--- config.mk ---
export PLATFORM = sky130hd
export DESIGN_NAME = diff_drive_mix_normalize_unit_flat
export DESIGN_NICKNAME = d
export VERILOG_FILES = /design/src/rtl/ddmn_pkg.sv /design/src/rtl/ddmn_req_if.sv /design/src/rtl/ddmn_rsp_if.sv /design/src/rtl/ddmn_div.sv /design/src/rtl/diff_drive_mix_normalize_unit.sv /design/src/flat_wrapper.sv
export SDC_FILE = /design/constraint.sdc
export NUM_CORES = 2
export LEC_CHECK = 0
export ABC_AREA = 1
export ABC_CLOCK_PERIOD_IN_PS = 53500
export BUFFER_PORTS_ARGS = -buffer_cell sky130_fd_sc_hd__buf_4
export CORE_AREA = 2 2 449 451
export CTS_CLUSTER_DIAMETER = 30
export CTS_CLUSTER_SIZE = 12
export DETAILED_ROUTE_END_ITERATION = 8
export DIE_AREA = 0 0 451 453
export GPL_ROUTABILITY_DRIVEN = 0
export SYNTH_ARGS = -nofsm -noshare
export SYNTH_HDL_FRONTEND = slang
export SYNTH_SLANG_ARGS = --single-unit
--- constraint.sdc ---
create_clock -name clock -period 53.5 [get_ports clock]
set_clock_uncertainty 0.15 [all_clocks]
set_input_delay 5.35 -clock clock [delete_from_list [all_inputs] [get_ports clock]]
set_output_delay 5.35 -clock clock [all_outputs]
set_load 0.1 [all_outputs]
--- src/rtl/ddmn_pkg.sv ---
`default_nettype none
// ----------------------------------------------------------------------------
// ddmn_pkg: shared widths, codes and types of the differential-drive mixer
// Field widths, register indexes, reset values, status codes and the
// request/response bundles of the serial divider.
// ----------------------------------------------------------------------------
package ddmn_pkg;

   localparam int TIME_W     = 63;
   localparam int CMD_W      = 16;
   localparam int SPEED_W    = 15;
   localparam int IWB_W      = 16;
   localparam int AGE_W      = 32;
   localparam int LIN_W      = 16;
   localparam int ANG_W      = 24;
   localparam int STATUS_W   = 2;
   localparam int CSR_IDX_W  = 2;
   localparam int CSR_DATA_W = 32;

   // divider geometry: numerator, divisor, long and short quotient lengths
   localparam int NUM_W      = 64;
   localparam int DEN_W      = 39;
   localparam int QUOT_W     = 25;
   localparam int QUOT_SHORT = 16;
   localparam int CNT_W      = 5;

   localparam logic [STATUS_W-1:0] STATUS_OK    = 2'd0;
   localparam logic [STATUS_W-1:0] STATUS_OLD   = 2'd1;
   localparam logic [STATUS_W-1:0] STATUS_ORDER = 2'd2;

   localparam logic [CSR_IDX_W-1:0] CSR_SPEED_LIMIT = 2'd0;
   localparam logic [CSR_IDX_W-1:0] CSR_INV_WHEEL   = 2'd1;
   localparam logic [CSR_IDX_W-1:0] CSR_MAX_AGE     = 2'd2;

   localparam logic [SPEED_W-1:0] SPEED_LIMIT_RST = 15'd1229;
   localparam logic [IWB_W-1:0]   INV_WHEEL_RST   = 16'd1280;
   localparam logic [AGE_W-1:0]   MAX_AGE_RST     = 32'd200000000;

   typedef struct packed {
      logic             start;
      logic             wide;
      logic [NUM_W-1:0] num;
      logic [DEN_W-1:0] den;
   } div_cmd_type;

   typedef struct packed {
      logic              done;
      logic [QUOT_W-1:0] quot;
   } div_rsp_type;

endpackage
`default_nettype wire

--- src/rtl/ddmn_req_if.sv ---
`default_nettype none
// ----------------------------------------------------------------------------
// ddmn_req_if: command channel
// Valid/ready channel carrying one timestamped joystick command per word.
// ----------------------------------------------------------------------------
interface ddmn_req_if;
   logic                                valid;
   logic                                ready;
   logic [ddmn_pkg::TIME_W-1:0]         stamp;
   logic [ddmn_pkg::TIME_W-1:0]         current_time;
   logic signed [ddmn_pkg::CMD_W-1:0]   linear_cmd;
   logic signed [ddmn_pkg::CMD_W-1:0]   turn_cmd;

   modport source (output valid, stamp, current_time, linear_cmd, turn_cmd, input ready);
   modport sink   (input valid, stamp, current_time, linear_cmd, turn_cmd, output ready);
endinterface
`default_nettype wire

--- src/rtl/ddmn_rsp_if.sv ---
`default_nettype none
// ----------------------------------------------------------------------------
// ddmn_rsp_if: result channel
// Valid/ready channel carrying status, linear speed and turn rate per word.
// ----------------------------------------------------------------------------
interface ddmn_rsp_if;
   logic                                valid;
   logic                                ready;
   logic [ddmn_pkg::STATUS_W-1:0]       status;
   logic signed [ddmn_pkg::LIN_W-1:0]   linear_out;
   logic signed [ddmn_pkg::ANG_W-1:0]   angular_out;

   modport source (output valid, status, linear_out, angular_out, input ready);
   modport sink   (input valid, status, linear_out, angular_out, output ready);
endinterface
`default_nettype wire

--- src/rtl/ddmn_div.sv ---
`default_nettype none
// ----------------------------------------------------------------------------
// ddmn_div: bit-serial restoring divider
// One quotient bit per cycle; the caller guarantees the quotient fits the
// selected length (16 or 25 bits), so the partial remainder starts from the
// numerator's upper bits and stays below the divisor.
// ----------------------------------------------------------------------------
module ddmn_div (
   input  wire                        clock,
   input  wire                        reset,
   input  wire ddmn_pkg::div_cmd_type cmd,
   output ddmn_pkg::div_rsp_type      rsp
);

   logic [ddmn_pkg::DEN_W-1:0]  rem_ff;
   logic [ddmn_pkg::DEN_W-1:0]  den_ff;
   logic [ddmn_pkg::QUOT_W-1:0] numlo_ff;
   logic [ddmn_pkg::QUOT_W-1:0] quot_ff;
   logic [ddmn_pkg::CNT_W-1:0]  cnt_ff;
   logic                        busy_ff;
   logic                        done_ff;

   logic [ddmn_pkg::DEN_W:0]    trial;
   logic [ddmn_pkg::DEN_W:0]    diff;
   logic                        fits;

   assign trial = {rem_ff, numlo_ff[ddmn_pkg::QUOT_W-1]};
   assign diff  = trial - {1'b0, den_ff};
   assign fits  = trial >= {1'b0, den_ff};

   always_ff @(posedge clock) begin
      if (reset) begin
         busy_ff <= 1'b0;
         done_ff <= 1'b0;
         cnt_ff  <= '0;
      end else begin
         done_ff <= 1'b0;
         if (cmd.start) begin
            busy_ff <= 1'b1;
            den_ff  <= cmd.den;
            quot_ff <= '0;
            if (cmd.wide) begin
               rem_ff   <= cmd.num[ddmn_pkg::QUOT_W +: ddmn_pkg::DEN_W];
               numlo_ff <= cmd.num[ddmn_pkg::QUOT_W-1:0];
               cnt_ff   <= ddmn_pkg::CNT_W'(ddmn_pkg::QUOT_W);
            end else begin
               rem_ff   <= cmd.num[ddmn_pkg::QUOT_SHORT +: ddmn_pkg::DEN_W];
               numlo_ff <= {cmd.num[ddmn_pkg::QUOT_SHORT-1:0],
                            (ddmn_pkg::QUOT_W - ddmn_pkg::QUOT_SHORT)'(0)};
               cnt_ff   <= ddmn_pkg::CNT_W'(ddmn_pkg::QUOT_SHORT);
            end
         end else if (busy_ff) begin
            rem_ff   <= fits ? diff[ddmn_pkg::DEN_W-1:0] : trial[ddmn_pkg::DEN_W-1:0];
            quot_ff  <= {quot_ff[ddmn_pkg::QUOT_W-2:0], fits};
            numlo_ff <= {numlo_ff[ddmn_pkg::QUOT_W-2:0], 1'b0};
            cnt_ff   <= cnt_ff - 1'b1;
            if (cnt_ff == ddmn_pkg::CNT_W'(1)) begin
               busy_ff <= 1'b0;
               done_ff <= 1'b1;
            end
         end
      end
   end

   assign rsp.done = done_ff;
   assign rsp.quot = quot_ff;

endmodule
`default_nettype wire

--- src/rtl/diff_drive_mix_normalize_unit.sv ---
`default_nettype none
// ----------------------------------------------------------------------------
// diff_drive_mix_normalize_unit: joystick to wheel-speed mixer
// Age and ordering checks, wheel mixing with desaturation, speed/turn output.
// ----------------------------------------------------------------------------
// One command word is taken at a time and yields exactly one result word. A
// command older than max_age gives status 1, a stamp not newer than the last
// accepted one gives status 2; both leave the state alone and return zero
// speeds. An accepted command within the limit gives its result without
// the divider; one that needs desaturation runs through the shared
// bit-serial divider (one quotient bit per cycle: 16 bits for linear
// speed, then 25 bits for turn rate). One shared multiplier serves every
// multiplying step. The next command is taken the cycle after the result
// is loaded. A finished result sits in an output register, so the next
// command is taken while it waits; a second result holds until that
// register is free. Configuration writes are taken in any cycle; write
// them only while no command is in flight.
// ----------------------------------------------------------------------------
module diff_drive_mix_normalize_unit (
   input  wire                                  clock,
   input  wire                                  reset,
   ddmn_req_if.sink                             req_ch,
   ddmn_rsp_if.source                           rsp_ch,
   input  wire                                  csr_we,
   input  wire [ddmn_pkg::CSR_IDX_W-1:0]        csr_index,
   input  wire [ddmn_pkg::CSR_DATA_W-1:0]       csr_wdata
);

   typedef enum logic [4:0] {
      S_IDLE, S_AGE, S_CHK, S_MPL, S_MPT, S_MIX, S_MAX, S_CMP,
      S_MLN, S_MA1, S_MA2, S_RND, S_DIVS, S_DIVW, S_NLN, S_NAN, S_FIN
   } state_type;

   state_type                         state_ff;

   logic [ddmn_pkg::SPEED_W-1:0]      speed_limit_ff;
   logic [ddmn_pkg::IWB_W-1:0]        inv_wheel_ff;
   logic [ddmn_pkg::AGE_W-1:0]        max_age_ff;

   logic [ddmn_pkg::TIME_W-1:0]       st_ff;
   logic [ddmn_pkg::TIME_W-1:0]       cur_ff;
   logic [ddmn_pkg::CMD_W-1:0]        lin_ff;
   logic [ddmn_pkg::CMD_W-1:0]        trn_ff;
   logic [ddmn_pkg::TIME_W-1:0]       age_ff;
   logic                              later_ff;
   logic [ddmn_pkg::TIME_W-1:0]       last_ff;
   logic                              stamp_valid_ff;

   logic [29:0]                       plmag_ff;
   logic [29:0]                       ptmag_ff;
   logic signed [31:0]                vl_ff;
   logic signed [31:0]                vr_ff;
   logic [30:0]                       m_ff;
   logic [ddmn_pkg::NUM_W-1:0]        num_ff;
   logic [ddmn_pkg::DEN_W-1:0]        den_ff;
   logic                              wide_ff;
   logic [ddmn_pkg::QUOT_W-1:0]       lmag_ff;
   logic [ddmn_pkg::QUOT_W-1:0]       amag_ff;
   logic [ddmn_pkg::STATUS_W-1:0]     status_ff;

   logic                              rsp_valid_ff;
   logic [ddmn_pkg::STATUS_W-1:0]     rsp_status_ff;
   logic [ddmn_pkg::LIN_W-1:0]        rsp_lin_ff;
   logic [ddmn_pkg::ANG_W-1:0]        rsp_ang_ff;
   logic                              rsp_load;

   logic [44:0]                       mul_a;
   logic [15:0]                       mul_b;
   logic [60:0]                       mul_out;
   logic [ddmn_pkg::TIME_W:0]         age_diff;
   logic [15:0]                       lin_mag;
   logic [15:0]                       trn_mag;
   logic signed [31:0]                pl_s;
   logic signed [31:0]                pt_s;
   logic [31:0]                       vl_abs;
   logic [31:0]                       vr_abs;
   logic [ddmn_pkg::LIN_W-1:0]        lin_sat;
   logic [ddmn_pkg::ANG_W-1:0]        ang_sat;
   logic [47:0]                       ang_round;

   ddmn_pkg::div_cmd_type             div_cmd;
   ddmn_pkg::div_rsp_type             div_rsp;

   // -------------------------------------------------------------------------
   // Datapath helpers
   // -------------------------------------------------------------------------
   assign age_diff = {1'b0, cur_ff} - {1'b0, st_ff};
   assign lin_mag  = lin_ff[ddmn_pkg::CMD_W-1] ? (~lin_ff + 1'b1) : lin_ff;
   assign trn_mag  = trn_ff[ddmn_pkg::CMD_W-1] ? (~trn_ff + 1'b1) : trn_ff;
   assign pl_s     = lin_ff[ddmn_pkg::CMD_W-1] ? -$signed({2'b00, plmag_ff})
                                               :  $signed({2'b00, plmag_ff});
   assign pt_s     = trn_ff[ddmn_pkg::CMD_W-1] ? -$signed({2'b00, ptmag_ff})
                                               :  $signed({2'b00, ptmag_ff});
   assign vl_abs   = vl_ff[31] ? 32'(-vl_ff) : 32'(vl_ff);
   assign vr_abs   = vr_ff[31] ? 32'(-vr_ff) : 32'(vr_ff);
   assign ang_round = {1'b0, num_ff[45:0], 1'b0} + 48'(1 << 22);

   // shared multiplier
   always_comb begin
      mul_a = '0;
      mul_b = '0;
      unique case (state_ff)
         S_MPL: begin
            mul_a = 45'(lin_mag);
            mul_b = 16'(speed_limit_ff);
         end
         S_MPT: begin
            mul_a = 45'(trn_mag);
            mul_b = 16'(speed_limit_ff);
         end
         S_MLN: begin
            mul_a = 45'(plmag_ff);
            mul_b = 16'(speed_limit_ff);
         end
         S_MA1: begin
            mul_a = 45'(ptmag_ff);
            mul_b = 16'(speed_limit_ff);
         end
         S_MA2: begin
            mul_a = num_ff[44:0];
            mul_b = inv_wheel_ff;
         end
         S_NLN: begin
            mul_a = 45'(ptmag_ff);
            mul_b = inv_wheel_ff;
         end
         default: begin
            mul_a = '0;
            mul_b = '0;
         end
      endcase
   end

   assign mul_out = mul_a * mul_b;

   // saturate to field ranges
   always_comb begin
      if (lin_ff[ddmn_pkg::CMD_W-1]) begin
         lin_sat = (lmag_ff > ddmn_pkg::QUOT_W'(32768)) ? 16'h8000 : 16'(~lmag_ff + 1'b1);
      end else begin
         lin_sat = (lmag_ff > ddmn_pkg::QUOT_W'(32767)) ? 16'h7FFF : lmag_ff[15:0];
      end
      if (trn_ff[ddmn_pkg::CMD_W-1]) begin
         ang_sat = (amag_ff > ddmn_pkg::QUOT_W'(8388608)) ? 24'h800000
                                                         : 24'(~amag_ff + 1'b1);
      end else begin
         ang_sat = (amag_ff > ddmn_pkg::QUOT_W'(8388607)) ? 24'h7FFFFF : amag_ff[23:0];
      end
   end

   assign div_cmd.start = (state_ff == S_DIVS);
   assign div_cmd.wide  = wide_ff;
   assign div_cmd.num   = num_ff;
   assign div_cmd.den   = den_ff;

   ddmn_div u_div (
      .clock (clock),
      .reset (reset),
      .cmd   (div_cmd),
      .rsp   (div_rsp)
   );

   // load the output register once it is free or being drained this cycle
   assign rsp_load = (state_ff == S_FIN) && (!rsp_valid_ff || rsp_ch.ready);

   // -------------------------------------------------------------------------
   // Configuration registers
   // -------------------------------------------------------------------------
   always_ff @(posedge clock) begin
      if (reset) begin
         speed_limit_ff <= ddmn_pkg::SPEED_LIMIT_RST;
         inv_wheel_ff   <= ddmn_pkg::INV_WHEEL_RST;
         max_age_ff     <= ddmn_pkg::MAX_AGE_RST;
      end else if (csr_we) begin
         unique case (csr_index)
            ddmn_pkg::CSR_SPEED_LIMIT: speed_limit_ff <= csr_wdata[ddmn_pkg::SPEED_W-1:0];
            ddmn_pkg::CSR_INV_WHEEL:   inv_wheel_ff   <= csr_wdata[ddmn_pkg::IWB_W-1:0];
            ddmn_pkg::CSR_MAX_AGE:     max_age_ff     <= csr_wdata[ddmn_pkg::AGE_W-1:0];
            default: ;
         endcase
      end
   end

   // -------------------------------------------------------------------------
   // Sequencer
   // -------------------------------------------------------------------------
   always_ff @(posedge clock) begin
      if (reset) begin
         state_ff       <= S_IDLE;
         stamp_valid_ff <= 1'b0;
         last_ff        <= '0;
         rsp_valid_ff   <= 1'b0;
      end else begin
         if (rsp_load) begin
            rsp_valid_ff <= 1'b1;
         end else if (rsp_valid_ff && rsp_ch.ready) begin
            rsp_valid_ff <= 1'b0;
         end
         unique case (state_ff)
            S_IDLE: begin
               if (req_ch.valid) begin
                  st_ff    <= req_ch.stamp;
                  cur_ff   <= req_ch.current_time;
                  lin_ff   <= req_ch.linear_cmd;
                  trn_ff   <= req_ch.turn_cmd;
                  state_ff <= S_AGE;
               end
            end
            S_AGE: begin
               age_ff   <= age_diff[ddmn_pkg::TIME_W-1:0];
               later_ff <= !age_diff[ddmn_pkg::TIME_W] &&
                           (age_diff[ddmn_pkg::TIME_W-1:0] != '0);
               state_ff <= S_CHK;
            end
            S_CHK: begin
               lmag_ff <= '0;
               amag_ff <= '0;
               if (later_ff && (age_ff > ddmn_pkg::TIME_W'(max_age_ff))) begin
                  status_ff <= ddmn_pkg::STATUS_OLD;
                  state_ff  <= S_FIN;
               end else if (stamp_valid_ff && (st_ff <= last_ff)) begin
                  status_ff <= ddmn_pkg::STATUS_ORDER;
                  state_ff  <= S_FIN;
               end else begin
                  status_ff      <= ddmn_pkg::STATUS_OK;
                  last_ff        <= st_ff;
                  stamp_valid_ff <= 1'b1;
                  state_ff       <= S_MPL;
               end
            end
            S_MPL: begin
               plmag_ff <= mul_out[29:0];
               state_ff <= S_MPT;
            end
            S_MPT: begin
               ptmag_ff <= mul_out[29:0];
               state_ff <= S_MIX;
            end
            S_MIX: begin
               vl_ff    <= pl_s - pt_s;
               vr_ff    <= pl_s + pt_s;
               state_ff <= S_MAX;
            end
            S_MAX: begin
               m_ff     <= (vl_abs > vr_abs) ? vl_abs[30:0] : vr_abs[30:0];
               state_ff <= S_CMP;
            end
            S_CMP: begin
               // desaturate only when the faster wheel passes the limit
               if (m_ff > {1'b0, speed_limit_ff, 15'd0}) begin
                  state_ff <= S_MLN;
               end else begin
                  state_ff <= S_NLN;
               end
            end
            S_MLN: begin
               num_ff   <= ddmn_pkg::NUM_W'(mul_out);
               den_ff   <= ddmn_pkg::DEN_W'(m_ff);
               wide_ff  <= 1'b0;
               state_ff <= S_RND;
            end
            S_MA1: begin
               num_ff   <= ddmn_pkg::NUM_W'(mul_out);
               state_ff <= S_MA2;
            end
            S_MA2: begin
               num_ff   <= {2'b00, mul_out, 1'b0};
               den_ff   <= {m_ff, 8'd0};
               wide_ff  <= 1'b1;
               state_ff <= S_RND;
            end
            S_RND: begin
               // bias by half the divisor for round-half-away
               num_ff   <= num_ff + ddmn_pkg::NUM_W'(den_ff >> 1);
               state_ff <= S_DIVS;
            end
            S_DIVS: begin
               state_ff <= S_DIVW;
            end
            S_DIVW: begin
               if (div_rsp.done) begin
                  if (wide_ff) begin
                     amag_ff  <= div_rsp.quot;
                     state_ff <= S_FIN;
                  end else begin
                     lmag_ff  <= div_rsp.quot;
                     state_ff <= S_MA1;
                  end
               end
            end
            S_NLN: begin
               lmag_ff  <= ddmn_pkg::QUOT_W'(({1'b0, plmag_ff} + 31'(1 << 14)) >> 15);
               num_ff   <= ddmn_pkg::NUM_W'(mul_out);
               state_ff <= S_NAN;
            end
            S_NAN: begin
               amag_ff  <= ang_round[47:23];
               state_ff <= S_FIN;
            end
            S_FIN: begin
               // hold until the output register is free
               if (rsp_load) begin
                  rsp_status_ff <= status_ff;
                  rsp_lin_ff    <= lin_sat;
                  rsp_ang_ff    <= ang_sat;
                  state_ff      <= S_IDLE;
               end
            end
            default: begin
               state_ff <= S_IDLE;
            end
         endcase
      end
   end

   assign req_ch.ready       = (state_ff == S_IDLE);
   assign rsp_ch.valid       = rsp_valid_ff;
   assign rsp_ch.status      = rsp_status_ff;
   assign rsp_ch.linear_out  = rsp_lin_ff;
   assign rsp_ch.angular_out = rsp_ang_ff;

endmodule
`default_nettype wire
--- src/flat_wrapper.sv ---
// flat-port wrapper written by rule: the top's interface ports become plain ports
module diff_drive_mix_normalize_unit_flat 
  (clock, reset, csr_we, csr_index, csr_wdata, req_ch_valid, req_ch_stamp, req_ch_current_time, req_ch_linear_cmd, req_ch_turn_cmd, req_ch_ready, rsp_ch_valid, rsp_ch_status, rsp_ch_linear_out, rsp_ch_angular_out, rsp_ch_ready);
  ddmn_req_if req_ch_i ();
  ddmn_rsp_if rsp_ch_i ();
  input  wire clock;
  input  wire reset;
  input  wire csr_we;
  input  wire [ddmn_pkg::CSR_IDX_W-1:0] csr_index;
  input  wire [ddmn_pkg::CSR_DATA_W-1:0] csr_wdata;
  input wire logic [$bits(req_ch_i.valid)-1:0] req_ch_valid;
  input wire logic [$bits(req_ch_i.stamp)-1:0] req_ch_stamp;
  input wire logic [$bits(req_ch_i.current_time)-1:0] req_ch_current_time;
  input wire logic [$bits(req_ch_i.linear_cmd)-1:0] req_ch_linear_cmd;
  input wire logic [$bits(req_ch_i.turn_cmd)-1:0] req_ch_turn_cmd;
  output wire logic [$bits(req_ch_i.ready)-1:0] req_ch_ready;
  output wire logic [$bits(rsp_ch_i.valid)-1:0] rsp_ch_valid;
  output wire logic [$bits(rsp_ch_i.status)-1:0] rsp_ch_status;
  output wire logic [$bits(rsp_ch_i.linear_out)-1:0] rsp_ch_linear_out;
  output wire logic [$bits(rsp_ch_i.angular_out)-1:0] rsp_ch_angular_out;
  input wire logic [$bits(rsp_ch_i.ready)-1:0] rsp_ch_ready;
  assign req_ch_i.valid = req_ch_valid;
  assign req_ch_i.stamp = req_ch_stamp;
  assign req_ch_i.current_time = req_ch_current_time;
  assign req_ch_i.linear_cmd = req_ch_linear_cmd;
  assign req_ch_i.turn_cmd = req_ch_turn_cmd;
  assign req_ch_ready = req_ch_i.ready;
  assign rsp_ch_valid = rsp_ch_i.valid;
  assign rsp_ch_status = rsp_ch_i.status;
  assign rsp_ch_linear_out = rsp_ch_i.linear_out;
  assign rsp_ch_angular_out = rsp_ch_i.angular_out;
  assign rsp_ch_i.ready = rsp_ch_ready;
  diff_drive_mix_normalize_unit u_core (.clock(clock), .reset(reset), .req_ch(req_ch_i), .rsp_ch(rsp_ch_i), .csr_we(csr_we), .csr_index(csr_index), .csr_wdata(csr_wdata));
endmodule
==> flow_summary_export.csv <==
group,metric,value,unit
outcome,status,"finished clean",
drt,wirelength,274000,um
die,start_util,39.8,%
sta,finalMaxSlewViolations,0,
setup_path,required,53920,ps
synth,syn_area,79200,um2
synth,yosysMostFrequentCell,"nand2_1",
setup_path,cp_slowest_stage_delay,590,ps
synth,synth_area_per_cell,7.74,um2
power_and_ir_drop,p_per_area,29.0,nW/um2
cells_and_area,drive_above_1_share,7.49,%
power_and_ir_drop,total_power,2640,uW
sta,period_share,18.0,%
clocking,cts_setup_buffers,0,
clocking,clk-insertion-delay-late,830,ps
sta,worst_slew_pin_slew,1490,ps
drt,num_vias,70700,
setup_path,slowest_stage,"nand2_1",
grt,grt_pass1_vias,70000,
clocking,cts_sinks,842,
synth,yosys-top-cells-area,"edfxtp_1 (27%), fa_1 (15%), nand2_1 (12%)",
clocking,tritoncts,"yes",
die,die_area,204000,um2
die,pin_count,241,
synth,synth_commonest_cells,"nand2_1 (2510), inv_1 (2068), nor2_1 (867)",
worst_hold_path,hold_class,"flop to flop",
power_and_ir_drop,ir_drop,37.6,uV
die,core_area,199000,um2
grt,antenna_found_initial,7,
cells_and_area,fin_nets,11800,
drt,via_per_inst,5.32,
clocking,clockBufferDepth,3,
setup_path,cp_max_fo,21,
sta,setup_viol,0,
synth,yosys.area.top_type_share,26.6,%
clocking,clk_pin_slew,50,ps
sta,grt_setup_unrepaired,"false",
die,row_count,164,
setup_path,cp_data_arrival_time,10080,ps
setup_path,criticalPathCategory,"flop to flop",
synth,seq_area_frac_synth,30.1,%
sta,max_freq,104,MHz
synth,syn_nets,11500,
synth,ys_seq_elements,842,
synth,syn-instance-count,10200,
grt,track_usage,26.5,%
setup_path,end_kind,"flop",
sta,setup_tns,0,ps
sta,maxSlewHeadroom,0.533,%
power_and_ir_drop,power.leakage,0.0423,uW
sta,finalHoldViolCount,0,
clocking,cts_resized,0,
grt,grt_max_degree,99,
setup_path,cp-start-kind,"flop",
die,fp.dieH,453,um
synth,synth_edf_count,702,
synth,netlist.top_cell.by_area,"edfxtp_1",
grt,grt_pass1_wl,413000,um
drt,wl_per_cell,20.6,um
clocking,cts_hold_buf,0,
synth,synth_ff_type,"edfxtp_1",
placement,dp_hpwl,218000,um
clocking,htree_levels,4,
sta,post-route-min-period,9650,ps
synth,synth_warnings,0,
cells_and_area,area_growth,14.6,%
drt,drc,0,
clocking,cts-buffers-inserted,190,
placement,numPortBuffers,240,
drt,ant_nets,0,
job,cap_viol_max_count,0,
drt,drtPass1Iterations,7,
die,fp.dieW,451,um
synth,synthArstFlopShare,0,%
clocking,cts-root-buf,"clkbuf_16",
drt,drt_iter0_markers,7042,
synth,synth_cell_types,75,
grt,overflow,0,
[power by group]
group | internal (uW) | total, uW | switching (uW)
Sequential | 789 | 825 | 36.3
Clock | 806 | 1210 | 403
Combinational | 177 | 602 | 425
Total | 1770 | 2640 | 864
[kinds of logic (layout without fill, tap and decap cells)]
logic type	Yosys count	in the layout	synth area share [%]
adder cells (fa/ha/maj)	1096	1096	23.0
flip-flops	842	842	30.1
AO/OA/AOI/OAI	1445	1445	10.5
other	0	7	0
buffers and inverters	2381	2775	11.5
AND/OR/NAND/NOR	4169	4169	21.6
XOR/XNOR	296	296	3.27
[area by class of cell]
class                           instances  area, um2
Antenna cell                            7       17.5
Timing Repair Buffer                  327       2450
Inverter                             2094       7870
Clock buffer                          210       4880
Clock inverter                        144       1870
Fill cell                           19500     108000
Tap cell                             2656       3320
Sequential cell                       842      23900
Multi-Input combinational cell       7006      46500
[critical path, delay by kind of cell (launching register included)]
kind            cells  cell delay [ps]
flops               1              380
fa+ha+maj           7             3390
simple gates        9             2530
buf+inv            10             1290
compound gates      7             1610
[layer usage]
metal  track usage [%]  routed length (um)
met1              32.9              107000
met2              43.4              125000
met3              4.89               24300
met4              14.6               16800
met5                 0                  46
[state kept, by name, summed over array words and instances (netlist names), 30 cells and up]
register	count
u_core.age_ff	63
u_core.cur_ff	63
u_core.den_ff	39
u_core.last_ff	63
u_core.m_ff	31
u_core.max_age_ff	32
u_core.num_ff	64
u_core.plmag_ff	30
u_core.ptmag_ff	30
u_core.st_ff	63
u_core.u_div.den_ff	39
u_core.u_div.rem_ff	39
u_core.vl_ff	31
u_core.vr_ff	32
[path summary, 6_finish.rpt]
check	start	end	slack, ps	cells after the start
max	u_core.state_ff[2]	u_core.num_ff[61]	43850	33
min reg2reg	u_core.status_ff[0]	u_core.rsp_ch.status[0]	270	0
min	u_core.status_ff[0]	u_core.rsp_ch.status[0]	270	0
max reg2reg	u_core.state_ff[2]	u_core.num_ff[61]	43850	33
[through the flow]
stage / utilization [%] / hold WS, ps / setup WS, ps / cells / area [um2]
after floorplan: - / 250 / 31800 / 10200 / 79200
after global placement: 42.2 / 259 / 44290 / 12900 / 84000
after detailed placement: 42.2 / 255 / 44230 / 12900 / 84000
after CTS: 45.6 / 266 / 44150 / 13300 / 90800
after global routing: 45.6 / 271 / 43420 / 13300 / 90800
final: 45.6 / 265 / 43850 / 13300 / 90800
[cells in the final DEF (no fill, tap or decap), drive strengths merged, types with 29 or more instances in the layout]
cell	count
o21bai	38
xor2	225
clkinv	80
nand4	108
fa	605
dfxtp	140
buf	327
o211ai	42
ha	491
nand2	2514
bufinv	30
a21o	29
clkbuf	210
o21ai	589
a21oi	520
xnor2	71
nand3	382
nor2	881
nor3	152
inv	2104
nor4	48
o22ai	37
edfxtp	702
a31oi	56
No activity file was read; power rests on OpenSTA's default activity.
